==> src/rtl/vpr_pkg.sv <==
// Shared types, widths and tables of the visibility phase rotator.
package vpr_pkg;

    localparam int PW = 51;           // path in Q16 mm
    localparam int MW = 61;           // path times 1000
    localparam int AW = 60;           // magnitude of the phase numerator
    localparam int DW = 42;           // wavelength in Q16 um
    localparam int ZW = 34;           // CORDIC angle, 2^-32 turn
    localparam int CORDIC_ITERS = 24;
    localparam logic [29:0] GAIN_Q30 = 30'd652032874;

    typedef enum logic [2:0] {
        REG_SHIFT_BACK = 3'd0,
        REG_SIGN_FLIP  = 3'd1,
        REG_BYPASS     = 3'd2,
        REG_OFFSET_L   = 3'd3,
        REG_OFFSET_M   = 3'd4
    } t_reg;

    typedef enum logic [1:0] {
        QUAD_0   = 2'd0,
        QUAD_90  = 2'd1,
        QUAD_180 = 2'd2,
        QUAD_270 = 2'd3
    } t_quad;

    typedef struct packed {
        logic               vld;
        logic               byp;
        logic signed [31:0] re;
        logic signed [31:0] im;
    } t_side;

    function automatic logic signed [ZW-1:0] atan_turn(input int i);
        logic signed [ZW-1:0] a;
        case (i)
            0:       a = 34'h020000000;
            1:       a = 34'h012E4051E;
            2:       a = 34'h009FB385B;
            3:       a = 34'h0051111D4;
            4:       a = 34'h0028B0D43;
            5:       a = 34'h00145D7E1;
            6:       a = 34'h000A2F61E;
            7:       a = 34'h000517C55;
            8:       a = 34'h00028BE53;
            9:       a = 34'h000145F2F;
            10:      a = 34'h0000A2F98;
            11:      a = 34'h0000517CC;
            12:      a = 34'h000028BE6;
            13:      a = 34'h0000145F3;
            14:      a = 34'h00000A2F9;
            15:      a = 34'h00000517D;
            16:      a = 34'h0000028BE;
            17:      a = 34'h00000145F;
            18:      a = 34'h000000A30;
            19:      a = 34'h000000518;
            20:      a = 34'h00000028C;
            21:      a = 34'h000000146;
            22:      a = 34'h0000000A3;
            23:      a = 34'h000000051;
            default: a = '0;
        endcase
        return a;
    endfunction

endpackage

==> src/rtl/vpr_post.sv <==
// Gain correction, rounding, saturation (or bypass of the sample) and the output register.
module vpr_post #(
    parameter int SAMPLE_WIDTH = 32
) (
    input  logic                              i_clk,
    input  logic                              i_rst_n,
    input  logic                              i_en,
    input  vpr_pkg::t_side                    i_side,
    input  logic signed [SAMPLE_WIDTH+2:0]    i_x,
    input  logic signed [SAMPLE_WIDTH+2:0]    i_y,
    output logic                              o_vld,
    output logic [31:0]                       o_re,
    output logic [31:0]                       o_im
);

    localparam int XW = SAMPLE_WIDTH + 3;
    localparam int GW = XW + 31;

    vpr_pkg::t_side r_s1;
    logic r_vld;
    logic signed [GW-1:0] r_px, r_py;
    logic signed [31:0] r_re, r_im, n_re, n_im;

    function automatic logic signed [31:0] fin(input logic signed [GW-1:0] p);
        logic signed [GW-1:0] y;
        logic signed [GW-1:0] hi;
        logic signed [GW-1:0] lo;
        logic signed [SAMPLE_WIDTH-1:0] s;
        y  = (p + (GW'(1) <<< 29)) >>> 30;
        hi = (GW'(1) <<< (SAMPLE_WIDTH - 1)) - GW'(1);
        lo = -hi - GW'(1);
        if (y > hi) begin
            s = SAMPLE_WIDTH'(hi);
        end else if (y < lo) begin
            s = SAMPLE_WIDTH'(lo);
        end else begin
            s = SAMPLE_WIDTH'(y);
        end
        return 32'(s);
    endfunction

    always_comb begin
        n_re = r_s1.byp ? r_s1.re : fin(r_px);
        n_im = r_s1.byp ? r_s1.im : fin(r_py);
    end

    always_ff @(posedge i_clk) begin
        if (!i_rst_n) begin
            r_s1  <= '0;
            r_vld <= 1'b0;
        end else if (i_en) begin
            r_s1  <= i_side;
            r_vld <= r_s1.vld;
        end
    end

    always_ff @(posedge i_clk) begin
        if (i_en) begin
            r_px <= i_x * $signed({1'b0, vpr_pkg::GAIN_Q30});
            r_py <= i_y * $signed({1'b0, vpr_pkg::GAIN_Q30});
            r_re <= n_re;
            r_im <= n_im;
        end
    end

    assign o_vld = r_vld;
    assign o_re  = r_re;
    assign o_im  = r_im;

endmodule

==> config.mk <==
export PLATFORM = sky130hd
export DESIGN_NAME = vpr_post
export DESIGN_NICKNAME = d
export VERILOG_FILES = /design/src/rtl/vpr_pkg.sv /design/src/rtl/vpr_post.sv
export SDC_FILE = /design/constraint.sdc
export NUM_CORES = 2
export LEC_CHECK = 0
export BUFFER_PORTS_ARGS = -buffer_cell sky130_fd_sc_hd__buf_2
export CAP_MARGIN = 0
export CELL_PAD_IN_SITES_DETAIL_PLACEMENT = 0
export CELL_PAD_IN_SITES_GLOBAL_PLACEMENT = 1
export CORE_MARGIN = 5
export CORE_UTILIZATION = 45
export DETAILED_ROUTE_END_ITERATION = 10
export HOLD_SLACK_MARGIN = 0.05
export PLACE_DENSITY_LB_ADDON = 0.05
export REMOVE_ABC_BUFFERS = 1
export SLEW_MARGIN = 40
export SYNTH_ARGS = -nofsm -noshare
export SYNTH_HDL_FRONTEND = slang
export SYNTH_SLANG_ARGS = --single-unit
==> constraint.sdc <==
create_clock -name i_clk -period 20.9 [get_ports i_clk]
set_clock_uncertainty 0.1 [all_clocks]
set_input_delay 1.045 -clock i_clk [delete_from_list [all_inputs] [get_ports i_clk]]
set_output_delay 1.045 -clock i_clk [all_outputs]
set_load 0.05 [all_outputs]
==> impl_metrics.env <==
export IMPL_final_cell_count_no_fill=6289
export IMPL_dr_total_vias=31600
export IMPL_required_ps=21070
export IMPL_finalCritPeriodShare_pct=41.7
export IMPL_synthFlopType="edfxtp_1"
export IMPL_avgSynthCellArea_um2=10.3
export IMPL_synth_most_common_cell="inv_1"
export IMPL_fin_setup_tns_ps=0
export IMPL_synth_edff_count=138
export IMPL_nFillCells=10300
export IMPL_synthTopCellsByCount="1579 x inv_1, 1065 x fa_1, 624 x ha_1"
export IMPL_yosysTopAreaCell="fa_1"
export IMPL_crit_chain="buf_2, ha_1, xor2_1, ha_1, a21o_1, fa_1, inv_1, fa_1, inv_1, fa_1, fa_1, fa_1, fa_1, ha_1, and3_1, and3_1, o2111ai_1, o22ai_1, a21oi_1, o31ai_1, a21oi_1, o31ai_1, a31oi_1, xnor2_1"
export IMPL_slew_violations=0
export IMPL_status="complete, no violations"
export IMPL_fmax_ghz=0.115
export IMPL_slowest_stage="o31ai_1"
export IMPL_ant_nets=0
export IMPL_via_per_inst=5.02
export IMPL_drtIter0Drc=2122
export IMPL_clk_pin_slew_worst_paths_ps=60
export IMPL_synth_cell_types=73
export IMPL_cp_top_family="adder cells"
export IMPL_worst_pin_slew_ps=866
export IMPL_grt_start_max_net_pins=80
export IMPL_wirelength_mm=146
export IMPL_grt_pass1_vias=34200
export IMPL_finalWorstSetupSlack_ps=12180
export IMPL_overflow=0
export IMPL_cts_resized=0
export IMPL_area_growth_pct=7.22
export IMPL_drcViolationCount=0
export IMPL_drive_above_1_share_pct=5.94
export IMPL_path_buf_inv=3
export IMPL_antenna_found_initial=1
export IMPL_place_inst=6245
export IMPL_cp_slowest_stage_delay_ps=680
export IMPL_setup_violations=0
export IMPL_rsz0062_at_grt="false"
export IMPL_cts_hold_buf=0
export IMPL_grt_pass1_wl_mm=221
export IMPL_period_needed_ps=8720
export IMPL_coreArea_um2=107000
export IMPL_async_flop_share_pct=0
export IMPL_syn_inst=4680
export IMPL_cts_tree="built"
export IMPL_grt_total_usage_pct=26.5
export IMPL_cts_buffer_depth=3
export IMPL_portBuffers=203
export IMPL_die_area_um2=114000
export IMPL_crit_path_end_kind="register"
export IMPL_crit_top_cell="fa_1"
export IMPL_start_util_pct=45.2
export IMPL_post_place_ws_ps=11760
export IMPL_cp_max_fo=7
export IMPL_cp_start_kind="input port"
export IMPL_drtPass1Iterations=6
export IMPL_drv_cap=0
export IMPL_post_cts_buffers=0
export IMPL_yosysTopAreaCellShare_pct=44.2
export IMPL_cts_root_buf="clkbuf_16"
export IMPL_fp_dieH_um=337
export IMPL_pin_count=204
export IMPL_synth_area_um2=48300
export IMPL_numCtsBuffers=23
export IMPL_cp_arrival_ps=8890
export IMPL_synth_seq_area_share_pct=11.4
export IMPL_h_tree_depth=1
export IMPL_ys_top_cells_by_area="fa_1 44%, ha_1 16%, inv_1 12%"
export IMPL_hp_class="reg2reg"
export IMPL_nets=6695
export IMPL_slew_headroom_pct=41.5
export IMPL_die_w_um=337
export IMPL_clkLatencyLatePin_ps=530
export IMPL_crit_type="in2reg"
export IMPL_synth_seq_cells=205
export IMPL_gp_congestion=0.933
export IMPL_ys_warn_count=0
export IMPL_clock_sinks=205
export IMPL_hpwl_mm=133
export IMPL_wl_per_cell_um=23.2
export IMPL_final_hold_viol_count=0
export IMPL_placementRows=120
## layer usage
layer,GRT usage [%],vias up,share of wire (%),wire (um)
met5,0,-,0,0
li1,-,14500,-,-
met4,3.46,0,1.5,2240
met3,5.65,89,6.7,9710
met1,41.4,16200,49,71800
met2,38.9,751,43,62100
## area by class of cell
| class | count | area [um^2] | area share (%) |
|---|---|---|---|
| multi-input cells | 2840 | 36700 | 70.8 |
| diodes | 3 | 7.51 | 0.0145 |
| flip-flops and latches | 205 | 5490 | 10.6 |
| clock inverters | 10 | 95.1 | 0.184 |
| inverters | 1580 | 5930 | 11.5 |
| clock buffers | 31 | 657 | 1.27 |
| well taps | 1403 | 1760 | 3.39 |
| repair buffers | 217 | 1150 | 2.22 |
## worst register-to-register path, stage by stage, from the launching register on
cell and delay [ps]:
edfxtp_1 390, ha_1 210, and4_1 420, nor4b_4 530, inv_1 190, nor3_1 450, a31oi_4 320, buf_8 260
a211oi_1 720, a21oi_1 80
## state kept, by name (all words and copies together) (netlist names)
register and count:
o_vld 1, o_re 32, r_py 37, o_im 32, r_px 37, r_s1 66
## final timing paths
check                 from  cells past startpoint       end  slack (ps)
setup reg to reg  r_px[29]                      9  o_re[10]       16920
setup / recovery    i_y[5]                     24  r_py[60]       12180
hold / removal    r_s1[31]                      2  r_s1[31]         410
hold reg to reg   r_s1[31]                      2  r_s1[31]         410
## metrics by stage
stage / instance area, um^2 / utilization, % / hold slack (ps)
after floorplan: 48000 / - / 373
after global placement: 50900 / 47.7 / 395
after detailed placement: 51000 / 47.7 / 402
after CTS: 51700 / 48.4 / 421
after global routing: 51700 / 48.5 / 436
final: 51700 / 48.5 / 414
## cells by family (layout without fill, tap and decap cells)
kind of cell | Yosys count | in the layout | synth area share [%]
other | 0 | 3 | 0
AND/OR/NAND/NOR | 493 | 493 | 5.19
buffers and inverters | 1635 | 1838 | 12.7
adder cells (fa/ha/maj) | 1689 | 1689 | 60.4
flip-flops | 205 | 205 | 11.4
AO/OA/AOI/OAI | 412 | 412 | 5.70
XOR/XNOR | 175 | 175 | 3.18
multiplexers | 71 | 71 | 1.47
## layout by cell type, fill, tap and decap left out, types with 4 or more instances in the layout
master / n
a31oi_1: 14
clkbuf_16: 24
a211oi_1: 37
edfxtp_1: 138
fa_1: 1065
nand2b_1: 9
nand3_1: 57
nand2_1: 145
and4_1: 9
inv_1: 1578
and2_1: 11
and3_1: 28
or2_2: 12
nor3_1: 27
o21a_1: 15
o21bai_1: 11
a21oi_1: 125
buf_2: 202
o31ai_1: 10
mux2i_1: 71
ha_1: 624
nor2_1: 71
nor2b_1: 82
o211ai_1: 8
clkbuf_1: 4
a21o_1: 54
dfxtp_1: 66
o21ai_0: 55
buf_4: 11
o2111ai_1: 5
xnor2_1: 106
nand4_1: 25
a21o_2: 4
o311ai_0: 30
xor2_1: 69
Power is not shown: default switching activity piles up to over one toggle a cycle in this logic, so the estimate is an artifact.
