===== src/rtl/vpr_pkg.sv =====
// Shared types, widths and tables of the visibility phase rotator.
package vpr_pkg;

    localparam int PW = 51;           // path in Q16 mm
    localparam int MW = 61;           // path times 1000
    localparam int AW = 60;           // magnitude of the phase numerator
    localparam int DW = 42;           // wavelength in Q16 um
    localparam int ZW = 34;           // CORDIC angle, 2^-32 turn
    localparam int CORDIC_ITERS = 24;
    localparam logic [29:0] GAIN_Q30 = 30'd652032874;

    typedef enum logic [2:0] {
        REG_SHIFT_BACK = 3'd0,
        REG_SIGN_FLIP  = 3'd1,
        REG_BYPASS     = 3'd2,
        REG_OFFSET_L   = 3'd3,
        REG_OFFSET_M   = 3'd4
    } t_reg;

    typedef enum logic [1:0] {
        QUAD_0   = 2'd0,
        QUAD_90  = 2'd1,
        QUAD_180 = 2'd2,
        QUAD_270 = 2'd3
    } t_quad;

    typedef struct packed {
        logic               vld;
        logic               byp;
        logic signed [31:0] re;
        logic signed [31:0] im;
    } t_side;

    function automatic logic signed [ZW-1:0] atan_turn(input int i);
        logic signed [ZW-1:0] a;
        case (i)
            0:       a = 34'h020000000;
            1:       a = 34'h012E4051E;
            2:       a = 34'h009FB385B;
            3:       a = 34'h0051111D4;
            4:       a = 34'h0028B0D43;
            5:       a = 34'h00145D7E1;
            6:       a = 34'h000A2F61E;
            7:       a = 34'h000517C55;
            8:       a = 34'h00028BE53;
            9:       a = 34'h000145F2F;
            10:      a = 34'h0000A2F98;
            11:      a = 34'h0000517CC;
            12:      a = 34'h000028BE6;
            13:      a = 34'h0000145F3;
            14:      a = 34'h00000A2F9;
            15:      a = 34'h00000517D;
            16:      a = 34'h0000028BE;
            17:      a = 34'h00000145F;
            18:      a = 34'h000000A30;
            19:      a = 34'h000000518;
            20:      a = 34'h00000028C;
            21:      a = 34'h000000146;
            22:      a = 34'h0000000A3;
            23:      a = 34'h000000051;
            default: a = '0;
        endcase
        return a;
    endfunction

endpackage


===== src/rtl/vpr_div_step.sv =====
// One restoring division step of the phase divider.
module vpr_div_step #(
    parameter int PHASE_FRAC_BITS = 16
) (
    input  logic                         i_clk,
    input  logic                         i_rst_n,
    input  logic                         i_en,
    input  vpr_pkg::t_side               i_side,
    input  logic [vpr_pkg::AW-1:0]       i_a,
    input  logic                         i_neg,
    input  logic [vpr_pkg::DW-1:0]       i_d,
    input  logic [vpr_pkg::DW-1:0]       i_rem,
    input  logic [PHASE_FRAC_BITS-1:0]   i_q,
    output vpr_pkg::t_side               o_side,
    output logic [vpr_pkg::AW-1:0]       o_a,
    output logic                         o_neg,
    output logic [vpr_pkg::DW-1:0]       o_d,
    output logic [vpr_pkg::DW-1:0]       o_rem,
    output logic [PHASE_FRAC_BITS-1:0]   o_q
);

    vpr_pkg::t_side r_side;
    logic [vpr_pkg::AW-1:0] r_a;
    logic r_neg;
    logic [vpr_pkg::DW-1:0] r_d, r_rem, n_rem;
    logic [PHASE_FRAC_BITS-1:0] r_q;
    logic [vpr_pkg::DW:0] n_t;
    logic n_ge;

    always_comb begin
        n_t   = {i_rem, i_a[vpr_pkg::AW-1]};
        n_ge  = (n_t >= {1'b0, i_d});
        n_rem = n_ge ? vpr_pkg::DW'(n_t - {1'b0, i_d}) : vpr_pkg::DW'(n_t);
    end

    always_ff @(posedge i_clk) begin
        if (!i_rst_n) begin
            r_side <= '0;
        end else if (i_en) begin
            r_side <= i_side;
        end
    end

    always_ff @(posedge i_clk) begin
        if (i_en) begin
            r_a   <= i_a << 1;
            r_neg <= i_neg;
            r_d   <= i_d;
            r_rem <= n_rem;
            r_q   <= {i_q[PHASE_FRAC_BITS-2:0], n_ge};
        end
    end

    assign o_side = r_side;
    assign o_a    = r_a;
    assign o_neg  = r_neg;
    assign o_d    = r_d;
    assign o_rem  = r_rem;
    assign o_q    = r_q;

endmodule


===== config.mk =====
export PLATFORM = sky130hd
export DESIGN_NAME = vpr_div_step
export DESIGN_NICKNAME = d
export VERILOG_FILES = /design/src/rtl/vpr_pkg.sv /design/src/rtl/vpr_div_step.sv
export SDC_FILE = /design/constraint.sdc
export NUM_CORES = 1
export LEC_CHECK = 0
export BUFFER_PORTS_ARGS = -buffer_cell sky130_fd_sc_hd__buf_2
export CORE_UTILIZATION = 30
export DETAILED_ROUTE_END_ITERATION = 7
export GPL_TIMING_DRIVEN = 0
export PLACE_DENSITY = 0.63
export SLEW_MARGIN = 20
export SYNTH_ARGS = -nofsm -noshare
export SYNTH_HDL_FRONTEND = slang
export SYNTH_SLANG_ARGS = --single-unit

===== constraint.sdc =====
create_clock -name i_clk -period 4.15 [get_ports i_clk]
set_input_delay 0.6225 -clock i_clk [delete_from_list [all_inputs] [get_ports i_clk]]
set_output_delay 0.6225 -clock i_clk [all_outputs]
set_load 0.02 [all_outputs]

==> metrics.md <==
| Metric | Value |
|---|---|
| Worst setup slack after placement | 0.1221 ns |
| Clock group share of total power | 37.4% |
| Worst Setup Start Kind | primary input |
| Worst setup path category | in2reg |
| Detailed-route DRC error count | 0 |
| Slew HR | 44.96% |
| Count of fill cells added during filler insertion | 3294 |
| Overall routing resource usage | 17.70% |
| Worst setup slack after layout | 0.6875 ns |
| Placement-stage cell area | 13070 sq um |
| Die boundary height | 186.4 um |
| Detailed-route via count | 8287 |
| Count of max-cap constraint violations | 0 |
| Part of the Yosys area used for sequential elements | 60.04% |
| Clock input transition at the sequential cells of the worst setup and hold paths | 0.06 ns |
| Slew @ Worst Pin | 0.8193 ns |
| Count of final max-slew check failures | 0 |
| Logic gate share of total power | 19.4% |
| Skew-Pair Late Insertion Delay | 0.52 ns |
| Primary FF master, synth | edfxtp_1 |
| Post-CTS Repair Setup Buffers | 0 |
| Total Routed Length | 31740 um |
| Number of core rows | 67 |
| Count of nets after finishing | 1603 |
| Final period utilization | 83.43% |
| Leakage dissipation | 6.400 nW |
| Maximum single-stage delay on the critical path | 0.49 ns |
| Net switching share of the total power | 27.81% |
| Syn_area_per_cell | 12.05 sq um |
| Worst R2R Path Depth | 2 |
| IO Count | 457 |
| Die Wd | 186.4 um |
| Final HPWL from detailed placement | 25300 um |
| Maximum buffer depth of the clock tree | 3 |
| Number of sinks handled by clock tree synthesis | 226 |
| Count of inserted antenna diode cells | 0 |
| Peak VDD IR | 380.1 uV |
| Core region area | 33530 sq um |
| Final core utilization | 41.61% |
| Deepest level of the CTS H-tree | 1 |
| Post-detailed-route via-to-cell ratio | 4.609 |
| Cell Pwr Density | 448.9 nW/um^2 |
| Total congestion overflow after global routing | 0 |
| Net switching power of the design | 0.001742 W |
| Worst reg2reg path startpoint | o_side[39]$_SDFFE_PN0P_ |
| CTS Hold Bufs | 0 |
| Status | finished, final reports clean |
| Highest achievable clock rate | 288.8 MHz |
| Distinct cells, synth | 53 |
| Mean routed wirelength per cell | 17.65 um |
| Count of mapped cells out of synthesis | 847 |
| Number of enable flip-flop cells after synthesis | 160 |
| Cell with the most instances after synthesis | edfxtp_1 |
| Leading cell types by total area after synthesis | edfxtp_1, dfxtp_1, mux2i_1, ha_1, nor2b_1 |
| Cell-internal power | 0.004522 W |
| Routed Antenna Nets | 0 |
| Slowest cell on the critical path | a2111oi_2 |
| TNS Setup | 0 ns |
| Final weighted congestion in routability-driven placement | 0.8904 |
| Start point of the critical path | i_a[59] |
| Critical path data required time | 4.41 ns |
| Number of buffers inserted during clock tree synthesis | 27 |
| Initial DRC count | 340 |
| Pin count of the biggest net entering global routing | 84 |
| Final worst clock skew | 0 ns |
| Clock root buffer | clkbuf_16 |
| Post-Layout Inst Area | 13950 sq um |
| Post-cts repair resize count | 0 |
| TritonCTS clock tree | built |
| Flop pwr share | 43.2% |
| Final standard cell count with taps included and fillers excluded | 1798 |
| Seq cells post-synth | 226 |
| Cell Chain, Critical Path | buf_2, inv_1, ha_1, inv_1, fa_1, a211oi_1, o21ai_0, nand2_1, o221ai_2, a2111oi_2, o31ai_1, a211oi_2, xor2_1, o21ai_0 |
| Post-synthesis cell area | 10200 sq um |
| Endpoint kind of the worst setup timing path | flop |
| Share of the synthesized area in the top cell type | 47.09% |
| Die area | 34750 sq um |
| Fraction of registers with async set/reset | 0% |
| Number of antenna violations at the first check in global routing | 4 |
| Area added between synthesis and finish | 36.75% |
| Wire length of the first global-routing pass | 47620 um |
| Effective utilization at floorplan | 30.43% |
| Ys Warns | 0 |
| Multi-input combinational cell area | 3714 sq um |
| Instance count along the most critical hold path | 1 |
| Commonest cells in the netlist | edfxtp_1, nor2b_1, nand2_1 |
| Buffers on Ports | 453 |
| Biggest fanout along the worst timing path | 5 |
| Synthesized Nets | 1120 |
| Data arrival time at the worst-slack endpoint | 3.72 ns |
| Vias in the first global route | 8158 |
| Placed cell count | 1749 |
| Class of the worst hold path | in2reg |
| Setup repair after global routing missed its margin | no |
| Hold path startpoint | i_q[4] |
| Final count of hold timing violations | 0 |
| # setup viols final | 0 |
| Register area | 6126 sq um |
| Fraction of layout instances using a drive strength above 1 | 38.74% |
| First-pass DRT Iterations | 6 |
| Post-synthesis cell type with the largest combined area | edfxtp_1 |
| Clock period minus worst slack | 3.462 ns |
-- critical path: cells and delay by family --
kind,cells,cell delay [ns]
xor gates and xnor gates,1,0.18
AOI/OAI and AO/OA,7,1.93
and+or+nand+nor,1,0.18
adders and majority gates,2,0.59
buffers and inverters,3,0.22
-- metal layers --
metal | track usage (%) | vias to the layer above | share of wire (%)
li1 | - | 4002 | -
met1 | 20.41 | 3905 | 39
met2 | 32.79 | 321 | 51
met3 | 3.950 | 55 | 6.7
met4 | 4.418 | 4 | 2.5
met5 | 0 | - | 0.085
-- placed cells by master, fill, tap and decap left out, types with 24 or more instances in the layout --
master     instances
mux2i_1           66
dfxtp_1           66
edfxtp_1         160
a21oi_1           50
nor2b_1           73
ha_1              42
buf_2            464
clkbuf_1          25
nand2_1           69
o21ai_0           59
inv_1             52
clkbuf_16         27
nor2_1            24
-- kinds of logic (layout without fill, tap and decap cells) --
group                      after synthesis  in the layout  synth area share (%)
xor gates and xnor gates                39             39                 3.348
and+or+nand+nor                        208            208                 10.47
AOI/OAI and AO/OA                      173            173                 10.61
other                                    1              1               0.03675
DFF                                    226            226                 60.04
buffers and inverters                   90            593                 3.568
adders and majority gates               43             43                 5.346
muxes                                   67             67                 6.585
-- final timing paths --
kind | end | slack, ns
min | o_q[5]$_DFFE_PP_ | 0.27
max reg2reg | o_side[39]$_SDFFE_PN0P_ | 3.48
min reg2reg | o_side[30]$_SDFFE_PN0P_ | 0.51
max | o_rem[38]$_DFFE_PP_ | 0.69
-- layout make-up --
| type | count | share of cell area (%) |
|---|---|---|
| Buffer | 37 | 1.184 |
| Clock buffer | 33 | 5.219 |
| Clock inverter | 16 | 1.121 |
| Inverter | 53 | 1.426 |
| Multi-Input combinational cell | 531 | 26.61 |
| Sequential cell | 226 | 43.90 |
| Tap cell | 448 | 4.017 |
| Timing Repair Buffer | 454 | 16.52 |
-- flip-flops by register name (all words and copies together), names as in the netlist --
signal / flops
o_a: 59
o_d: 42
o_neg: 1
o_q: 16
o_rem: 42
o_side: 66
-- power groups by stage --
| stage | clock, W | sequential (W) | combinational [W] |
|---|---|---|---|
| floorplan | 0 | 0.00302 | 0.000463 |
| global placement | 0 | 0.00275 | 0.00121 |
| detailed placement | 0 | 0.00275 | 0.00123 |
| CTS | 0.00241 | 0.00271 | 0.00123 |
| global route | 0.00249 | 0.00272 | 0.00133 |
| finish | 0.00234 | 0.00270 | 0.00122 |
-- through the flow --
step           hold WS (ns)  power, W
2_1_floorplan        0.5896  0.003478
3_3_place_gp         0.4938  0.003965
3_5_place_dp         0.4965  0.003979
4_1_cts              0.2320  0.006354
5_1_grt              0.2341  0.006546
6_report             0.2666  0.006264
(Power assumes the default switching activity.)
