**src/rtl/vpr_pkg.sv**
```systemverilog
// Shared types, widths and tables of the visibility phase rotator.
package vpr_pkg;

    localparam int PW = 51;           // path in Q16 mm
    localparam int MW = 61;           // path times 1000
    localparam int AW = 60;           // magnitude of the phase numerator
    localparam int DW = 42;           // wavelength in Q16 um
    localparam int ZW = 34;           // CORDIC angle, 2^-32 turn
    localparam int CORDIC_ITERS = 24;
    localparam logic [29:0] GAIN_Q30 = 30'd652032874;

    typedef enum logic [2:0] {
        REG_SHIFT_BACK = 3'd0,
        REG_SIGN_FLIP  = 3'd1,
        REG_BYPASS     = 3'd2,
        REG_OFFSET_L   = 3'd3,
        REG_OFFSET_M   = 3'd4
    } t_reg;

    typedef enum logic [1:0] {
        QUAD_0   = 2'd0,
        QUAD_90  = 2'd1,
        QUAD_180 = 2'd2,
        QUAD_270 = 2'd3
    } t_quad;

    typedef struct packed {
        logic               vld;
        logic               byp;
        logic signed [31:0] re;
        logic signed [31:0] im;
    } t_side;

    function automatic logic signed [ZW-1:0] atan_turn(input int i);
        logic signed [ZW-1:0] a;
        case (i)
            0:       a = 34'h020000000;
            1:       a = 34'h012E4051E;
            2:       a = 34'h009FB385B;
            3:       a = 34'h0051111D4;
            4:       a = 34'h0028B0D43;
            5:       a = 34'h00145D7E1;
            6:       a = 34'h000A2F61E;
            7:       a = 34'h000517C55;
            8:       a = 34'h00028BE53;
            9:       a = 34'h000145F2F;
            10:      a = 34'h0000A2F98;
            11:      a = 34'h0000517CC;
            12:      a = 34'h000028BE6;
            13:      a = 34'h0000145F3;
            14:      a = 34'h00000A2F9;
            15:      a = 34'h00000517D;
            16:      a = 34'h0000028BE;
            17:      a = 34'h00000145F;
            18:      a = 34'h000000A30;
            19:      a = 34'h000000518;
            20:      a = 34'h00000028C;
            21:      a = 34'h000000146;
            22:      a = 34'h0000000A3;
            23:      a = 34'h000000051;
            default: a = '0;
        endcase
        return a;
    endfunction

endpackage

```
**src/rtl/vpr_quad.sv**
```systemverilog
// Phase fix-up, quadrant split and quarter-turn pre-rotation.
module vpr_quad #(
    parameter int SAMPLE_WIDTH    = 32,
    parameter int PHASE_FRAC_BITS = 16
) (
    input  logic                              i_clk,
    input  logic                              i_rst_n,
    input  logic                              i_en,
    input  vpr_pkg::t_side                    i_side,
    input  logic                              i_neg,
    input  logic [vpr_pkg::DW-1:0]            i_d,
    input  logic [vpr_pkg::DW-1:0]            i_rem,
    input  logic [PHASE_FRAC_BITS-1:0]        i_q,
    output vpr_pkg::t_side                    o_side,
    output logic signed [SAMPLE_WIDTH+2:0]    o_x,
    output logic signed [SAMPLE_WIDTH+2:0]    o_y,
    output logic signed [vpr_pkg::ZW-1:0]     o_z
);

    localparam int XW = SAMPLE_WIDTH + 3;
    localparam int F  = PHASE_FRAC_BITS;

    vpr_pkg::t_side r_s1, r_s2;
    logic [F-1:0] r_q, n_q, n_t;
    logic signed [vpr_pkg::ZW-1:0] r_z, n_z, n_res;
    logic signed [XW-1:0] r_x, r_y, n_x, n_y, n_re, n_im;
    vpr_pkg::t_quad n_k;

    always_comb begin
        // floored quotient of a negative numerator: -Q, or -Q-1 with a remainder
        if (i_d == '0) begin
            n_q = '0;
        end else if (i_neg) begin
            n_q = (i_rem != '0) ? ~i_q : -i_q;
        end else begin
            n_q = i_q;
        end
    end

    always_comb begin
        n_t   = r_q + (F'(1) << (F - 3));
        n_k   = vpr_pkg::t_quad'(n_t[F-1:F-2]);
        n_res = vpr_pkg::ZW'({1'b0, n_t[F-3:0]}) - (vpr_pkg::ZW'(1) << (F - 3));
        n_z   = n_res <<< (32 - F);
        n_re  = XW'(r_s1.re);
        n_im  = XW'(r_s1.im);
        case (n_k)
            vpr_pkg::QUAD_90: begin
                n_x = -n_im;
                n_y = n_re;
            end
            vpr_pkg::QUAD_180: begin
                n_x = -n_re;
                n_y = -n_im;
            end
            vpr_pkg::QUAD_270: begin
                n_x = n_im;
                n_y = -n_re;
            end
            default: begin
                n_x = n_re;
                n_y = n_im;
            end
        endcase
    end

    always_ff @(posedge i_clk) begin
        if (!i_rst_n) begin
            r_s1 <= '0;
            r_s2 <= '0;
        end else if (i_en) begin
            r_s1 <= i_side;
            r_s2 <= r_s1;
        end
    end

    always_ff @(posedge i_clk) begin
        if (i_en) begin
            r_q <= n_q;
            r_x <= n_x;
            r_y <= n_y;
            r_z <= n_z;
        end
    end

    assign o_side = r_s2;
    assign o_x    = r_x;
    assign o_y    = r_y;
    assign o_z    = r_z;

endmodule

```
**config.mk**
```make
export PLATFORM = sky130hd
export DESIGN_NAME = vpr_quad
export DESIGN_NICKNAME = d
export VERILOG_FILES = /design/src/rtl/vpr_pkg.sv /design/src/rtl/vpr_quad.sv
export SDC_FILE = /design/constraint.sdc
export NUM_CORES = 1
export LEC_CHECK = 0
export BUFFER_PORTS_ARGS = -buffer_cell sky130_fd_sc_hd__buf_2
export CAP_MARGIN = 5
export CORE_MARGIN = 1.5
export CORE_UTILIZATION = 59
export CTS_BUF_LIST = sky130_fd_sc_hd__clkbuf_8
export CTS_CLUSTER_SIZE = 12
export DETAILED_ROUTE_END_ITERATION = 16
export PLACE_DENSITY = 0.89
export SLEW_MARGIN = 30
export SYNTH_ARGS = -nofsm -noshare
export SYNTH_HDL_FRONTEND = slang
export SYNTH_SLANG_ARGS = --single-unit
```
**constraint.sdc**
```tcl
create_clock -name i_clk -period 3.7 [get_ports i_clk]
set_input_delay 0.185 -clock i_clk [delete_from_list [all_inputs] [get_ports i_clk]]
set_output_delay 0.185 -clock i_clk [all_outputs]
set_load 0.01 [all_outputs]
```
==> metrics, run 1 <==
status finished clean; worst r2r src n_re[5]; measured slew at the worst slew-check pin between 800 and 900 ps; Clock Pin Slew Worst Setup and Hold Paths ~70 ps; CP Data Required Time 3960 ps; row count 52; reg2reg path depth 5; main combinational cell family by area after synthesis simple AND/OR/NAND/NOR gates; reg2reg end o_y[13]; maximum VDD drop 0.263 mV; post-layout min period around 2700 ps; Simple-Gate Fraction of Synth Area between 10% and 20%; area delta synth->final 25.6%; most frequent cells in the layout buf_2, mux2i_1, nor2b_1, dfxtp_1, edfxtp_1; share of the synthesized area in the top cell type about a quarter; global route overflow 0; drt wl/cell 19.5 um; routed vias just over 10000; Area contributors post-synth edfxtp_1, dfxtp_1, mux2i_1; share of layout cells above drive strength 1 a little over a quarter; Cells after Synth approximately 1200; Synthesis Warnings 0; RSZ-0062 raised after global routing false; synthesized flop and latch total around 230; number of port buffers about 320; Die Span Y about 150 um; I/O Pins 340; # DRC 0; Resize count post-CTS 0; Post-Synth XOR/XNOR Area between 6 and 7%; Setup Buffers After CTS 0; crit path kind flop to flop; first-pass GRT wire length 54000 um; htree depth 2; Slew Viols, Final 0; Synth Area in Compound Gates just under 8%; clock buffer depth 3; WP data arrival ~2900 ps; Routed Antenna Nets 0; area post-placement ~0.014 mm^2; Synth Cell Area roughly 0.012 mm^2; Max Clk Rate between 300 and 400 MHz; Top FF cell, synth dfxtp_1; leakage about 0.0066 uW; Initial Util roughly 60%; DRT Pass-1 Iters 7; Setup-failing EPs final 0; Slew HR 42.2%; number of synthesized flops with an enable pin 100; CTS Sinks 232; fraction of registers with async set/reset 0%; largest net degree at the start of global routing ~130; total global-route track usage about a third; mux cell area share after synthesis between 10% and 20%; Adder-Cell Fraction of Synth Area 0.416%; nets@finish 1677; Final period util between 70% and 80%; die width roughly 150 um; CP Launch Type flop; Setup TNS 0 ps; Avg Synthesized Cell Area 10.3 um^2; sequential fraction of the synthesis area a little under half; Tightest Hold Check Type primary input to flop; hold buffers post-CTS between 60 and 70; Num CTS Buffers 39; library cells used by synthesis 63; r2r setup slk approximately 1000 ps; leading cell type in the layout, fill and taps excluded buf_2; CORE AREA 0.0201 mm^2; Iteration-0 DRC Markers about 920; drt total wl approximately 35000 um; crit-path max FO 8; Power Density about 470 mW/mm^2; largest area contributor in the netlist edfxtp_1; Finished Cell Area about 0.015 mm^2; Hold EP r_q[9]; CP endpoint kind flop; Clock Skews 19.4 ps; CTS root buf clkbuf_8; Critical path origin n_re[5]; vias per cell roughly 5.7; Clock Latency Late Sink approximately 540 ps; GP Congestion between 0.8 and 0.9; number of global-route vias before repair 10100; Post-DP HPWL between 20000 and 25000 um; CTS tree done; hold path depth 3; hold path start i_q[9]; Die Area 0.0213 mm^2; Final Hold Viols 0; MaxCap Viol Count 0; initial antenna violation count 1
[through the flow]
step | utilization [%] | setup slack, ps | power (uW) | std cells | hold WS (ps)
global placement | 68.1 | 1120 | 4840 | 1666 | 403
finish | 75.2 | 1010 | 7180 | 1802 | 27.2
detailed placement | 68.1 | 965 | 4900 | 1666 | 405
global route | 75.2 | 916 | 7450 | 1802 | 23.3
CTS | 75.2 | 1100 | 7150 | 1801 | 4.55
floorplan | - | 1460 | 4290 | 1181 | 297
[per-layer routing]
layer	track usage, %	part of all wire, %	wire length, um
met4	12.0	3.2	1110
met5	0	0	0
met3	6.83	8.4	2960
met2	54.4	48	17000
met1	40.4	40	14100
[cell families after synthesis]
family | after synthesis
and+or+nand+nor | 380
DFF | 232
muxes | 183
AOI/OAI and AO/OA | 144
buffers and inverters | 136
xor gates and xnor gates | 86
adders and majority gates | 4
other | 1
[power breakdown]
group / total, uW / switching (uW) / internal [uW]
Clock: 2220 / 1010 / 1210
Combinational: 1770 / 1010 / 763
Sequential: 3180 / 182 / 3000
[sequential cells by signal, indices dropped and copies added, names as in the netlist]
signal,flops
o_y,35
n_im,32
o_z,14
o_x,35
n_re,32
r_s1,2
o_side,66
r_q,16
[cell usage after synthesis, types with 9 or more instances]
library cell,count
mux2i_1,180
dfxtp_1,132
nor2b_1,132
edfxtp_1,100
clkbuf_1,87
nor2_1,63
xnor2_1,53
a21oi_1,44
nand2_1,39
nor4_1,34
xor2_1,33
o21ai_0,26
buf_4,20
nor3_1,20
a31oi_1,19
nand3_1,18
inv_1,13
o41ai_1,12
nand4_1,11
or4_1,11
buf_1,10
or3_1,9
[layout make-up]
class,count,area (um^2)
Fill cell,1348,4990
Inverter,14,52.6
Clock buffer,47,647
Tap cell,270,338
Timing Repair Buffer,403,2440
Multi-Input combinational cell,813,5890
Antenna cell,1,2.50
Sequential cell,232,5650
Clock inverter,22,110
[worst max-delay path by stage]
stage          endpoint  slack, ps  cells after the start
2_1_floorplan   o_y[32]       1460                      8
3_3_place_gp    r_q[15]       1120                      7
3_5_place_dp    r_q[15]        960                      7
4_1_cts         o_x[31]       1100                      6
5_1_grt         o_y[13]        920                      5
6_report        o_y[13]       1010                      5
[worst max-delay path, stage by stage (launching register included)]
cell	delay, ps
dfxtp_1	400
nor4_1	470
nand4_1	450
o41ai_1	500
xor2_1	420
mux2i_1	160
(Power assumes the default switching activity.)
==> run 2: changes to the inputs <==
--- a/config.mk
+++ b/config.mk
@@ -8,11 +8,11 @@
 export BUFFER_PORTS_ARGS = -buffer_cell sky130_fd_sc_hd__buf_2
 export CAP_MARGIN = 5
 export CORE_MARGIN = 1.5
-export CORE_UTILIZATION = 59
+export CORE_UTILIZATION = 54
 export CTS_BUF_LIST = sky130_fd_sc_hd__clkbuf_8
 export CTS_CLUSTER_SIZE = 12
 export DETAILED_ROUTE_END_ITERATION = 16
-export PLACE_DENSITY = 0.89
+export PLACE_DENSITY = 0.82
 export SLEW_MARGIN = 30
 export SYNTH_ARGS = -nofsm -noshare
 export SYNTH_HDL_FRONTEND = slang
==> constraint.sdc (replaced) <==
create_clock -name i_clk -period 2.5 [get_ports i_clk]
set_input_delay 0.125 -clock i_clk [delete_from_list [all_inputs] [get_ports i_clk]]
set_output_delay 0.125 -clock i_clk [all_outputs]
set_load 0.01 [all_outputs]
==> run 2 against run 1 <==
Via count grew 4.8%. Die area grew 9.1%. Worst setup slack lost 840 ps. Final cell count grew 5.3%. Core utilization shrank 2.8 points. First-iteration DRC count grew 9.9%. Cell area grew 4.6%. Critical path type unchanged. Largest cell class unchanged. Largest power group unchanged. Highest routed layer unchanged.
==> metrics, run 2 (synthesized netlist as in run 1, its figures left out) <==
CP Data Required Time 2750 ps (-1210 ps); drt total wl 37500 um (+6.5%); most frequent cells in the layout buf_2, mux2i_1, nor2b_1, dfxtp_1, edfxtp_1; number of port buffers 323 (unchanged); DRT Pass-1 Iters 5 (-2); Iteration-0 DRC Markers 1007 (+9.9%); CP endpoint kind flop; r2r setup slk 170 ps (-840 ps); vias per cell 5.70 (-0.54%); Clock Latency Late Sink 540 ps (about the same); Finished Cell Area 0.0158 mm^2 (+4.6%); Clock Skews 32.8 ps (+13.4 ps); Num CTS Buffers 40 (+2.6%); CTS tree done; Setup TNS 0 ps (unchanged); crit-path max FO 12 (+4); Slew HR 55.7% (+14 points); hold path depth 4 (+1); Final period util 93.2% (+21 points); GP Congestion 0.959 (+10%); area post-placement 0.0142 mm^2 (+3.6%); share of layout cells above drive strength 1 29.6% (+3.1 points); Slew Viols, Final 0 (unchanged); CTS Sinks 232 (unchanged); cell chain of the critical path inv_1, ha_2, nor4b_2, buf_4, nand3_1, or4_1, o21ai_0, mux2i_1; CORE AREA 0.0218 mm^2 (+8.6%); CP Launch Type flop; Post-DP HPWL 26800 um (+12%); Clock Pin Slew Worst Setup and Hold Paths 60 ps (about the same); CP max stage cell or4_1; Hold EP r_q[15]; routed vias 10800 (+4.8%); post-layout min period 2330 ps (-358 ps); Top Metal Used met4; Setup Buffers After CTS 0 (unchanged); first-pass GRT wire length 57700 um (+6.8%); MaxCap Viol Count 0 (unchanged); drt wl/cell 19.8 um (+1.1%); total power draw 10900 uW (+51%); htree depth 2 (unchanged); worst r2r src n_im[0]; Layout Utilization 72.4% (-2.8 points); crit path kind flop to flop; reg2reg end o_x[32]; Worst path max stage delay 470 ps (-30 ps); measured slew at the worst slew-check pin 658 ps (-202 ps); Max Clk Rate 429 MHz (+15%); nets@finish 1754 (+4.6%); die width 152 um (+4.4%); largest net degree at the start of global routing 82 (-38%); Tightest Hold Check Type primary input to flop; I/O Pins 340 (unchanged); CTS root buf clkbuf_8; final worst-path setup slack 170 ps (-842 ps); Die Span Y 152 um (+4.4%); leading cell type in the layout, fill and taps excluded buf_2; switching part of the total power 30.6% (about the same); WP data arrival 2580 ps (-360 ps); Switch Pwr 3330 uW (+51%); Initial Util 55.1% (-4.7 points); Place WS 159 ps (-805 ps); max reg flops 66 (unchanged); leakage 0.00699 uW (+5.5%); # DRC 0 (unchanged); global route overflow 0 (unchanged); M1 wire length 14800 um (+4.8%); area delta synth->final 31.4%; number of global-route vias before repair 10600 (+4.6%); reg2reg path depth 8 (+3); clock share of power 31.0% (about the same); initial antenna violation count 9 (+8); DR WL met3 3170 um (+7.3%); internal power 7530 uW (+51%); Power Density 687 mW/mm^2 (+45%); hold path start i_q[15]; WL met2 17900 um (+5.4%); Flop pwr share 42.9% (-1.5 points); clock buffer depth 3 (unchanged); Setup-failing EPs final 0 (unchanged); Final Hold Viols 0 (unchanged); status finished clean; combinational power share 26.1% (+1.4 points); Die Area 0.0232 mm^2 (+9.1%); Routed Antenna Nets 0 (unchanged); total global-route track usage 31.4% (-0.69 points); maximum VDD drop 0.486 mV (+85%); row count 54 (+3.8%); RSZ-0062 raised after global routing false
[run 2: cell types whose count changed in the layout (fill, tap and decap cells not counted), sizes merged]
cell,change
buf,+63
dlygate4sd3,+13
diode,+8
clkinv,+6
inv,-6
clkbuf,+1
clkinvlp,+1
[run 2: what timing repair did]
action	CTS	global route
hold buffers	79	0
resized for setup	0	5
hold endpoints to repair	79	0
setup endpoints to repair	0	5
[run 2: how the worst max path moves through the flow]
stage	startpoint	endpoint	cells after the start	slack, ps
floorplan	n_re[0]	o_y[32]	8	260
global route	n_im[0]	o_x[34]	8	40
global placement	n_re[0]	o_y[32]	8	210
CTS	n_im[0]	o_x[34]	8	140
detailed placement	n_re[0]	o_y[16]	8	160
finish	n_im[0]	o_x[32]	8	170
[run 2: final cells by class]
cell class / count / area (um^2)
Fill cell: 1583 / 6010
Multi-Input combinational cell: 813 / 5900
Sequential cell: 232 / 5650
Inverter: 14 / 52.6
Antenna cell: 9 / 22.5
Clock buffer: 48 / 661
Timing Repair Buffer: 479 / 3050
Tap cell: 280 / 350
Clock inverter: 23 / 124
[run 2: power groups by stage]
stage	Clock [uW]	Combinational (uW)	Sequential, uW
after floorplan	0	1560	4800
after global routing	3590	3040	4680
after global placement	0	2590	4710
after CTS	3420	2780	4640
final	3360	2840	4650
after detailed placement	0	2660	4720
[run 2: worst max-delay path: cells and delay by family, from the launching register on]
kind / cells / cell delay [ps]
buffers and inverters: 2 / 340
DFF: 1 / 350
AOI/OAI and AO/OA: 1 / 140
muxes: 1 / 120
and+or+nand+nor: 3 / 840
adders and majority gates: 1 / 250
[run 2: per-layer routing]
metal  GRT usage, %  vias to the layer above
met5              0                        -
met4           15.9                        0
met3           5.86                       91
met2           52.3                      598
met1           39.2                     5121
li1               -                     5004
[run 2: per-stage QoR]
step / instances / hold WS (ps)
floorplan: 1181 / 237
detailed placement: 1739 / 390
finish: 1898 / 65.9
CTS: 1889 / 33.6
global route: 1898 / 75.1
global placement: 1739 / 381
