--- src/rtl/vpr_pkg.sv ---
// Shared types, widths and tables of the visibility phase rotator.
package vpr_pkg;

    localparam int PW = 51;           // path in Q16 mm
    localparam int MW = 61;           // path times 1000
    localparam int AW = 60;           // magnitude of the phase numerator
    localparam int DW = 42;           // wavelength in Q16 um
    localparam int ZW = 34;           // CORDIC angle, 2^-32 turn
    localparam int CORDIC_ITERS = 24;
    localparam logic [29:0] GAIN_Q30 = 30'd652032874;

    typedef enum logic [2:0] {
        REG_SHIFT_BACK = 3'd0,
        REG_SIGN_FLIP  = 3'd1,
        REG_BYPASS     = 3'd2,
        REG_OFFSET_L   = 3'd3,
        REG_OFFSET_M   = 3'd4
    } t_reg;

    typedef enum logic [1:0] {
        QUAD_0   = 2'd0,
        QUAD_90  = 2'd1,
        QUAD_180 = 2'd2,
        QUAD_270 = 2'd3
    } t_quad;

    typedef struct packed {
        logic               vld;
        logic               byp;
        logic signed [31:0] re;
        logic signed [31:0] im;
    } t_side;

    function automatic logic signed [ZW-1:0] atan_turn(input int i);
        logic signed [ZW-1:0] a;
        case (i)
            0:       a = 34'h020000000;
            1:       a = 34'h012E4051E;
            2:       a = 34'h009FB385B;
            3:       a = 34'h0051111D4;
            4:       a = 34'h0028B0D43;
            5:       a = 34'h00145D7E1;
            6:       a = 34'h000A2F61E;
            7:       a = 34'h000517C55;
            8:       a = 34'h00028BE53;
            9:       a = 34'h000145F2F;
            10:      a = 34'h0000A2F98;
            11:      a = 34'h0000517CC;
            12:      a = 34'h000028BE6;
            13:      a = 34'h0000145F3;
            14:      a = 34'h00000A2F9;
            15:      a = 34'h00000517D;
            16:      a = 34'h0000028BE;
            17:      a = 34'h00000145F;
            18:      a = 34'h000000A30;
            19:      a = 34'h000000518;
            20:      a = 34'h00000028C;
            21:      a = 34'h000000146;
            22:      a = 34'h0000000A3;
            23:      a = 34'h000000051;
            default: a = '0;
        endcase
        return a;
    endfunction

endpackage

--- src/rtl/vpr_cordic_step.sv ---
// One rotation-mode CORDIC iteration.
module vpr_cordic_step #(
    parameter int SAMPLE_WIDTH = 32,
    parameter int ITER         = 0
) (
    input  logic                              i_clk,
    input  logic                              i_rst_n,
    input  logic                              i_en,
    input  vpr_pkg::t_side                    i_side,
    input  logic signed [SAMPLE_WIDTH+2:0]    i_x,
    input  logic signed [SAMPLE_WIDTH+2:0]    i_y,
    input  logic signed [vpr_pkg::ZW-1:0]     i_z,
    output vpr_pkg::t_side                    o_side,
    output logic signed [SAMPLE_WIDTH+2:0]    o_x,
    output logic signed [SAMPLE_WIDTH+2:0]    o_y,
    output logic signed [vpr_pkg::ZW-1:0]     o_z
);

    vpr_pkg::t_side r_side;
    logic signed [SAMPLE_WIDTH+2:0] r_x, r_y, n_xs, n_ys;
    logic signed [vpr_pkg::ZW-1:0] r_z;

    assign n_xs = i_x >>> ITER;
    assign n_ys = i_y >>> ITER;

    always_ff @(posedge i_clk) begin
        if (!i_rst_n) begin
            r_side <= '0;
        end else if (i_en) begin
            r_side <= i_side;
        end
    end

    always_ff @(posedge i_clk) begin
        if (i_en) begin
            if (!i_z[vpr_pkg::ZW-1]) begin
                r_x <= i_x - n_ys;
                r_y <= i_y + n_xs;
                r_z <= i_z - vpr_pkg::atan_turn(ITER);
            end else begin
                r_x <= i_x + n_ys;
                r_y <= i_y - n_xs;
                r_z <= i_z + vpr_pkg::atan_turn(ITER);
            end
        end
    end

    assign o_side = r_side;
    assign o_x    = r_x;
    assign o_y    = r_y;
    assign o_z    = r_z;

endmodule

--- config.mk ---
export PLATFORM = sky130hd
export DESIGN_NAME = vpr_cordic_step
export DESIGN_NICKNAME = d
export VERILOG_FILES = /design/src/rtl/vpr_pkg.sv /design/src/rtl/vpr_cordic_step.sv
export SDC_FILE = /design/constraint.sdc
export NUM_CORES = 1
export LEC_CHECK = 0
export ABC_AREA = 1
export BUFFER_PORTS_ARGS = -buffer_cell sky130_fd_sc_hd__buf_2
export CORE_ASPECT_RATIO = 1.4
export CORE_MARGIN = 2
export CORE_UTILIZATION = 25
export DETAILED_ROUTE_END_ITERATION = 6
export PLACE_DENSITY = 0.44
export SLEW_MARGIN = 10
export SYNTH_ARGS = -nofsm -noshare
export SYNTH_HDL_FRONTEND = slang
export SYNTH_SLANG_ARGS = --single-unit
--- constraint.sdc ---
create_clock -name i_clk -period 2.8 [get_ports i_clk]
set_input_delay 0.42 -clock i_clk [delete_from_list [all_inputs] [get_ports i_clk]]
set_output_delay 0.42 -clock i_clk [all_outputs]
set_load 0.1 [all_outputs]
==> flow_metrics.tcl, run 1 <==
set metrics [dict create \
    status "finished clean" \
    hold_viol 0 \
    relSlewSlack 0.342 \
    drive_gt1_frac 0.260 \
    synth.ff_latch_count 169 \
    cts_made_buffers 17 \
    fin_cells 3027 \
    ys_types 48 \
    dieWidth_um 198 \
    grt_setup_unrepaired "no" \
    synth_area_um2 13100 \
    crit_arrival_ns 2.77 \
    layout_common_cells "438 x nand2_1, 341 x buf_2, 265 x nor2_1" \
    ant_nets 0 \
    hold_ws_ns 0.116 \
    cp.required_ns 3.14 \
    htreeDepth 4 \
    r2r_slack_ns 2.09 \
    synthCells 1880 \
    grt_max_degree 146 \
    dp_hpwl_um 48500 \
    core.rowCount 99 \
    final_common_cell "nand2_1" \
    cts_resized 0 \
    fmax_mhz 412 \
    dp.cells 2994 \
    drt_iter0_drc 828 \
    vias 14100 \
    fin_crit_ns 2.43 \
    grt_pass1_vias 14100 \
    grt_pass1_wl_um 83500 \
    slew_viol_final 0 \
    grt_use_total 0.209 \
    tightest_slew_ns 0.987 \
    synth_top_flop_cell "edfxtp_1" \
    syn-num-nets 2162 \
    synth-edff-count 103 \
    synthArstFlopShare 0 \
    coreArea_um2 52000 \
    final_critical_path_setup_slack_ns 0.370 \
    cts-root-buf "clkbuf_16" \
    wl_per_cell_um 19.1 \
    io_pins 343 \
    die_height_um 275 \
    path_clk_slew_ns 0.09 \
    cts_hold_buf 0 \
    ys_warn_count 0 \
    worst_clock_skew_ns 0 \
    start_kind "input pin" \
    fin_total_pwr_mw 10.4 \
    syn_area_per_cell_um2 6.97 \
    powerDensity_nw_per_um2 598 \
    initial_core_util 0.252 \
    yosysSeqAreaShare 0.337 \
    max-vdd-ir-drop_mv 0.356 \
    clkLatencyLatePin_ns 0.47 \
    fin_tns_setup_ns 0 \
    dieArea_um2 54300 \
    areaGrowthSynthToFinish_pct 32.0 \
    post-route-drc-count 0 \
    cts_tree "yes" \
    worstSetupPathType "in -> reg" \
    firstDrtPassIters 7 \
    maxCapViolations 0 \
    postCtsSetupBuffers 0 \
    leakage_nw 8.79 \
    antenna_found_initial 3 \
    finalSetupViolations 0 \
    gp_congestion 0.994 \
    post-place-ws_ns -0.130 \
    wl_um 57900 \
    gr-total-overflow 0 \
    viasPerCell 4.66 \
    cts_sinks 169 \
    port_buffers 342 \
    final_nets 2639 \
    end_kind "flop" \
    clockBufferDepth 2 \
    hold_path.class "in -> reg" \
    crit_fanout 9 \
    period_share 0.868 \
]
[stage by stage]
step	instance area (um2)	util
2_1_floorplan	13100	-
5_1_grt	17300	0.333
4_1_cts	17300	0.333
3_5_place_dp	16700	0.320
3_3_place_gp	16700	0.320
6_report	17300	0.333
[sequential cells by signal (all words and copies together) (netlist names)]
name	count
o_x	35
o_y	34
o_z	34
o_side	66
[kinds of logic (layout without fill, tap and decap cells)]
group                    Yosys count  after routing  share of synthesized area
AO/OA/AOI/OAI                    340            340                      0.141
AND/OR/NAND/NOR                  926            926                      0.299
adder cells (fa/ha/maj)          109            109                      0.106
other                              0              1                          0
XOR/XNOR                          30             30                     0.0200
flip-flops                       169            169                      0.337
buffers and inverters            306            796                     0.0971
[final cells by class]
class,count,area [um2]
diodes,1,2.50
clock buffers,17,425
clock inverters,15,211
fillers,5813,34700
inverters,241,905
multi-input cells,1405,7420
flip-flops and latches,169,4410
well taps,656,821
repair buffers,523,3100
[metal layers]
layer | track usage | part of all wire | up-vias
met5 | 0 | 0.00083 | -
met4 | 0.117 | 0.056 | 6
met3 | 0.0310 | 0.047 | 118
met2 | 0.411 | 0.53 | 460
met1 | 0.207 | 0.36 | 6481
li1 | - | - | 7055
[power by group]
part	leakage [nW]	internal (mW)	total [mW]	switching (mW)
combinational	6.93	1.10	4.67	3.57
sequential	1.56	2.95	3.05	0.0988
clock	0.306	1.25	2.64	1.39
[worst max-delay path, stage by stage]
cell	delay, ns
buf_2	0.11
inv_1	0.04
ha_1	0.48
nand2_1	0.19
o21ai_2	0.34
nand2_1	0.12
nand2_1	0.13
nand2_1	0.10
nand2_1	0.18
nor2_1	0.06
o31ai_1	0.38
buf_4	0.20
[worst paths after layout]
path                                         startpoint                       to  depth (start not counted)
worst min-delay path                             i_z[2]         o_z[2]$_DFFE_PP_                          1
worst min register to register  o_side[54]$_SDFFE_PN0P_  o_side[54]$_SDFFE_PN0P_                          2
worst max-delay path                             i_x[2]        o_x[15]$_DFFE_PP_                         12
worst max register to register  o_side[31]$_SDFFE_PN0P_  o_side[31]$_SDFFE_PN0P_                          2
[synthesized netlist by cell type, drive strengths merged, types with 5 or more instances]
cell | n | share of area
nand3 | 149 | 0.057
nand2 | 448 | 0.13
and2 | 5 | 0.0024
a21o | 6 | 0.0034
o22ai | 6 | 0.0029
dfxtp | 66 | 0.10
nor2 | 280 | 0.084
o21bai | 19 | 0.011
or2 | 7 | 0.0033
o21ai | 171 | 0.066
clkbuf | 21 | 0.0060
buf | 44 | 0.022
a21oi | 126 | 0.050
ha | 105 | 0.10
nand4 | 10 | 0.0048
nor3 | 19 | 0.0092
edfxtp | 103 | 0.24
xor2 | 29 | 0.019
inv | 241 | 0.069
(Power assumes the default switching activity.)
==> run 2: changes to the inputs <==
--- a/config.mk
+++ b/config.mk
@@ -6,11 +6,13 @@
 export NUM_CORES = 1
 export LEC_CHECK = 0
 export ABC_AREA = 1
-export BUFFER_PORTS_ARGS = -buffer_cell sky130_fd_sc_hd__buf_2
+export BUFFER_PORTS_ARGS = -buffer_cell sky130_fd_sc_hd__clkbuf_2
+export CAP_MARGIN = 20
 export CORE_ASPECT_RATIO = 1.4
 export CORE_MARGIN = 2
 export CORE_UTILIZATION = 25
 export DETAILED_ROUTE_END_ITERATION = 6
+export MAX_ROUTING_LAYER = met4
 export PLACE_DENSITY = 0.44
 export SLEW_MARGIN = 10
 export SYNTH_ARGS = -nofsm -noshare
==> run 2 against run 1 <==
  * Worst setup slack got worse by 0.033 ns
  * Global-route usage rose by 1.1 points
  * Combinational power rose by 2%
  * Worst hold slack improved by 0.0060 ns
  * Fmax fell by 1.3%
  * Sequential share of layout area fell by 0.46 points
  * Sequential power barely moved
  * Final area rose by 1.8%
  * Sequential cell count did not move
  * Register-to-register slack improved by 0.03 ns
  * Non-clock buffer count rose by 44
  * Critical path depth did not move
==> flow_metrics.tcl, run 2 (synthesis gave the netlist of run 1 again) <==
set metrics [dict create \
    worst_clock_skew_ns 0 \
    cts_made_buffers 17 \
    status "finished clean" \
    start_kind "input pin" \
    fin_cells 3072 \
    fin_total_pwr_mw 10.4 \
    clockBufferDepth 2 \
    final_nets 2683 \
    leakage_nw 9.03 \
    crit_arrival_ns 2.69 \
    gr-total-overflow 0 \
    cp-startpoint "i_x[8]" \
    fin_crit_ns 2.46 \
    cts_tree "yes" \
    tightest_slew_ns 0.847 \
    path_clk_slew_ns 0.09 \
    core.rowCount 99 \
    drive_gt1_frac 0.274 \
    slew_viol_final 0 \
    grt_pass1_wl_um 85500 \
    clkLatencyLatePin_ns 0.47 \
    relSlewSlack 0.435 \
    firstDrtPassIters 5 \
    clock_power_share 0.248 \
    finalSetupViolations 0 \
    fin_tns_setup_ns 0 \
    antenna_found_initial 2 \
    htreeDepth 4 \
    gp_congestion 0.962 \
    coreArea_um2 52000 \
    ant_nets 0 \
    cts_hold_buf 0 \
    cts-root-buf "clkbuf_16" \
    cts_sinks 169 \
    grt_use_total 0.220 \
    cp.required_ns 3.03 \
    power_frac_comb 0.457 \
    fmax_mhz 406 \
    fin_area_um2 17600 \
    post-route-drc-count 0 \
    grt_setup_unrepaired "no" \
    hold_viol 0 \
    die_height_um 275 \
    swShare 0.485 \
    dieWidth_um 198 \
    drt_iter0_drc 769 \
    worstSetupPathType "in -> reg" \
    seq_power_share 0.295 \
    powerDensity_nw_per_um2 589 \
    wl_per_cell_um 19.2 \
    hold_ws_ns 0.121 \
    max-vdd-ir-drop_mv 0.401 \
    initial_core_util 0.252 \
    layout_common_cells "438 x nand2_1, 341 x clkbuf_2, 265 x nor2_1" \
    wl_um 59000 \
    hold_path.class "in -> reg" \
    vias 14300 \
    period_share 0.880 \
    port_buffers 342 \
    dieArea_um2 54300 \
    placed_cell_area_um2 17000 \
    dp_hpwl_um 50100 \
    intPower_mw 5.35 \
    grt_max_degree 122 \
    final_common_cell "nand2_1" \
    worstReg2RegStart "o_side[31]$_SDFFE_PN0P_" \
    io_pins 343 \
    cts_resized 0 \
    p_sw_mw 5.04 \
    areaGrowthSynthToFinish_pct 34.4 \
    grt_pass1_vias 14300 \
    hold_start "i_z[11]" \
    dp.cells 3038 \
    postCtsSetupBuffers 0 \
    crit_fanout 11 \
    viasPerCell 4.65 \
    maxCapViolations 0 \
    end_kind "flop" \
    largest_reg_flops 66 \
]
run 2: cell count changes in the layout (fill, tap and decap cells not counted), sizes merged:
cell,previous run,this run
buf,523,226
clkbuf,17,358
clkinv,6,5
diode,1,2
inv,250,251
run 2: metal layers:
metal | up-vias | share of wire | track usage
met5 | - | 0 | -
met4 | 0 | 0.061 | 0.130
met3 | 113 | 0.041 | 0.0292
met2 | 455 | 0.53 | 0.413
met1 | 6585 | 0.37 | 0.215
li1 | 7147 | - | -
run 2: final cells by class:
type | count | area [um2]
diodes | 2 | 5.00
well taps | 656 | 821
multi-input cells | 1405 | 7420
inverters | 241 | 905
fillers | 5721 | 34400
flip-flops and latches | 169 | 4410
repair buffers | 567 | 3420
clock buffers | 17 | 425
clock inverters | 15 | 209
run 2: metrics by stage:
step / setup WS, ns / util
finish: 0.337 / 0.339
global route: 0.196 / 0.339
CTS: 0.383 / 0.339
detailed placement: -0.135 / 0.326
global placement: -0.118 / 0.326
floorplan: 0.676 / -
run 2: power by group through the flow:
stage | clock network (mW) | logic, mW | registers (mW)
2_1_floorplan | 0 | 1.40 | 4.93
4_1_cts | 2.66 | 4.77 | 3.07
3_5_place_dp | 0 | 4.75 | 3.12
6_report | 2.58 | 4.75 | 3.06
3_3_place_gp | 0 | 4.76 | 3.12
5_1_grt | 2.73 | 5.04 | 3.09
run 2: final timing paths:
check	end	slack (ns)	cells past startpoint
max	o_y[19]$_DFFE_PP_	0.34	12
min	o_z[11]$_DFFE_PP_	0.12	1
max reg2reg	o_side[31]$_SDFFE_PN0P_	2.12	2
min reg2reg	o_side[54]$_SDFFE_PN0P_	0.50	2
run 2: critical path: stages:
cell,delay [ns]
clkbuf_2,0.09
inv_1,0.04
ha_1,0.45
a21oi_1,0.33
buf_4,0.18
o21ai_0,0.11
nand3b_1,0.36
a21oi_1,0.30
nand2_1,0.08
nand2_1,0.06
o21ai_1,0.11
buf_4,0.16
==> run 3: changes to the inputs <==
--- a/config.mk
+++ b/config.mk
@@ -13,7 +13,7 @@
 export CORE_UTILIZATION = 25
 export DETAILED_ROUTE_END_ITERATION = 6
 export MAX_ROUTING_LAYER = met4
-export PLACE_DENSITY = 0.44
+export PLACE_DENSITY = 0.51
 export SLEW_MARGIN = 10
 export SYNTH_ARGS = -nofsm -noshare
 export SYNTH_HDL_FRONTEND = slang
==> run 3 against run 2 <==
  * Worst hold slack worse by 0.0083 ns
  * Routed wire length fell by 0.84%
  * Count of clock-buffer cells in the layout stayed put
  * First-iteration DRC count increased by 11%
  * Final cell count fell by 1.0%
  * Critical path depth grew 1
  * Total power is 0.16% higher
  * Largest power group unchanged
  * Highest routed layer unchanged
==> flow_metrics.tcl, run 3 (synthesis gave the netlist of run 1 again) <==
set metrics [dict create \
    status "finished clean" \
    layout_common_cells "438 x nand2_1, 341 x clkbuf_2, 265 x nor2_1" \
    cts_sinks 169 \
    initial_core_util 0.252 \
    antenna_cells 0 \
    postCtsSetupBuffers 0 \
    drive_gt1_frac 0.265 \
    wl_per_cell_um 19.2 \
    crit_fanout 6 \
    gr-total-overflow 0 \
    port_buffers 342 \
    post-route-drc-count 0 \
    gp_congestion 0.954 \
    powerDensity_nw_per_um2 595 \
    largest_reg_flops 66 \
    io_pins 343 \
    crit_arrival_ns 2.71 \
    viasPerCell 4.71 \
    htreeDepth 4 \
    dp_hpwl_um 49200 \
    grt_max_degree 143 \
    ant_nets 0 \
    worst_clock_skew_ns 0 \
    cts-root-buf "clkbuf_16" \
    end_kind "flop" \
    vias 14300 \
    grt_pass1_wl_um 83400 \
    max-vdd-ir-drop_mv 0.409 \
    grt_use_total 0.216 \
    grt_pass1_vias 14000 \
    fin_crit_ns 2.48 \
    tightest_slew_ns 1.07 \
    r2r_slack_ns 2.15 \
    hold_ws_ns 0.113 \
    cts_tree "yes" \
    path_clk_slew_ns 0.08 \
    areaGrowthSynthToFinish_pct 33.2 \
    final_common_cell "nand2_1" \
    period_share 0.887 \
    wl_um 58500 \
    drt_iter0_drc 852 \
    start_kind "input pin" \
    clockBufferDepth 2 \
    cts_made_buffers 17 \
    final_core_util 0.336 \
    clkLatencyLatePin_ns 0.47 \
    worstSetupPathType "in -> reg" \
    core.rowCount 99 \
    firstDrtPassIters 5 \
    final_nets 2654 \
    leakage_nw 8.91 \
    dieWidth_um 198 \
    finalSetupViolations 0 \
    antenna_found_initial 0 \
    coreArea_um2 52000 \
    hold_viol 0 \
    dieArea_um2 54300 \
    cp.required_ns 3.03 \
    fin_tns_setup_ns 0 \
    cts_hold_buf 0 \
    die_height_um 275 \
    hold_path.class "in -> reg" \
    grt_setup_unrepaired "no" \
    cts_resized 0 \
    relSlewSlack 0.287 \
    fmax_mhz 403 \
    maxCapViolations 0 \
    slew_viol_final 0 \
]
-- run 3: layer usage --
layer / share of wire / vias up / global-route usage
li1: - / 7082 / -
met1: 0.36 / 6576 / 0.206
met2: 0.54 / 534 / 0.413
met3: 0.049 / 124 / 0.0282
met4: 0.057 / 0 / 0.122
met5: 0 / - / -
-- run 3: worst max-delay path, cell delays in order --
cell	delay, ns
clkbuf_2	0.11
inv_1	0.05
ha_1	0.38
buf_4	0.23
inv_1	0.12
a21oi_1	0.18
o21ai_0	0.25
a21oi_1	0.40
nor2_1	0.07
nor2_1	0.18
nand3_1	0.14
nand3_1	0.10
nand2_1	0.08
-- run 3: cell type report --
cell class              count  area, um2
repair buffers            538       3260
flip-flops and latches    169       4410
well taps                 656        821
fillers                  5687      34600
inverters                 241        905
multi-input cells        1405       7420
clock buffers              17        425
clock inverters            15        211
-- run 3: through the flow --
step / power, mW / cells / cell area (um2) / worst slack (ns)
after floorplan: 6.33 / 1880 / 13100 / 0.676
after global placement: 7.84 / 3009 / 16800 / -0.247
after detailed placement: 7.84 / 3009 / 16800 / -0.211
after CTS: 10.5 / 3041 / 17500 / 0.299
after global routing: 10.9 / 3041 / 17500 / 0.0781
final: 10.4 / 3041 / 17500 / 0.317
-- run 3: path summary, 6_finish.rpt --
check / from / endpoint / cells after the start
worst min-delay path: i_z[5] / o_z[5]$_DFFE_PP_ / 1
worst max register to register: o_side[10]$_SDFFE_PN0P_ / o_side[10]$_SDFFE_PN0P_ / 2
worst max-delay path: i_x[21] / o_y[30]$_DFFE_PP_ / 13
worst min register to register: o_side[45]$_SDFFE_PN0P_ / o_side[45]$_SDFFE_PN0P_ / 2
-- run 3: power by group --
| part | internal, mW | total [mW] | switching, mW | leakage, nW |
|---|---|---|---|---|
| Sequential | 2.95 | 3.06 | 0.110 | 1.56 |
| Clock | 1.25 | 2.62 | 1.37 | 0.305 |
| Combinational | 1.12 | 4.72 | 3.60 | 7.05 |
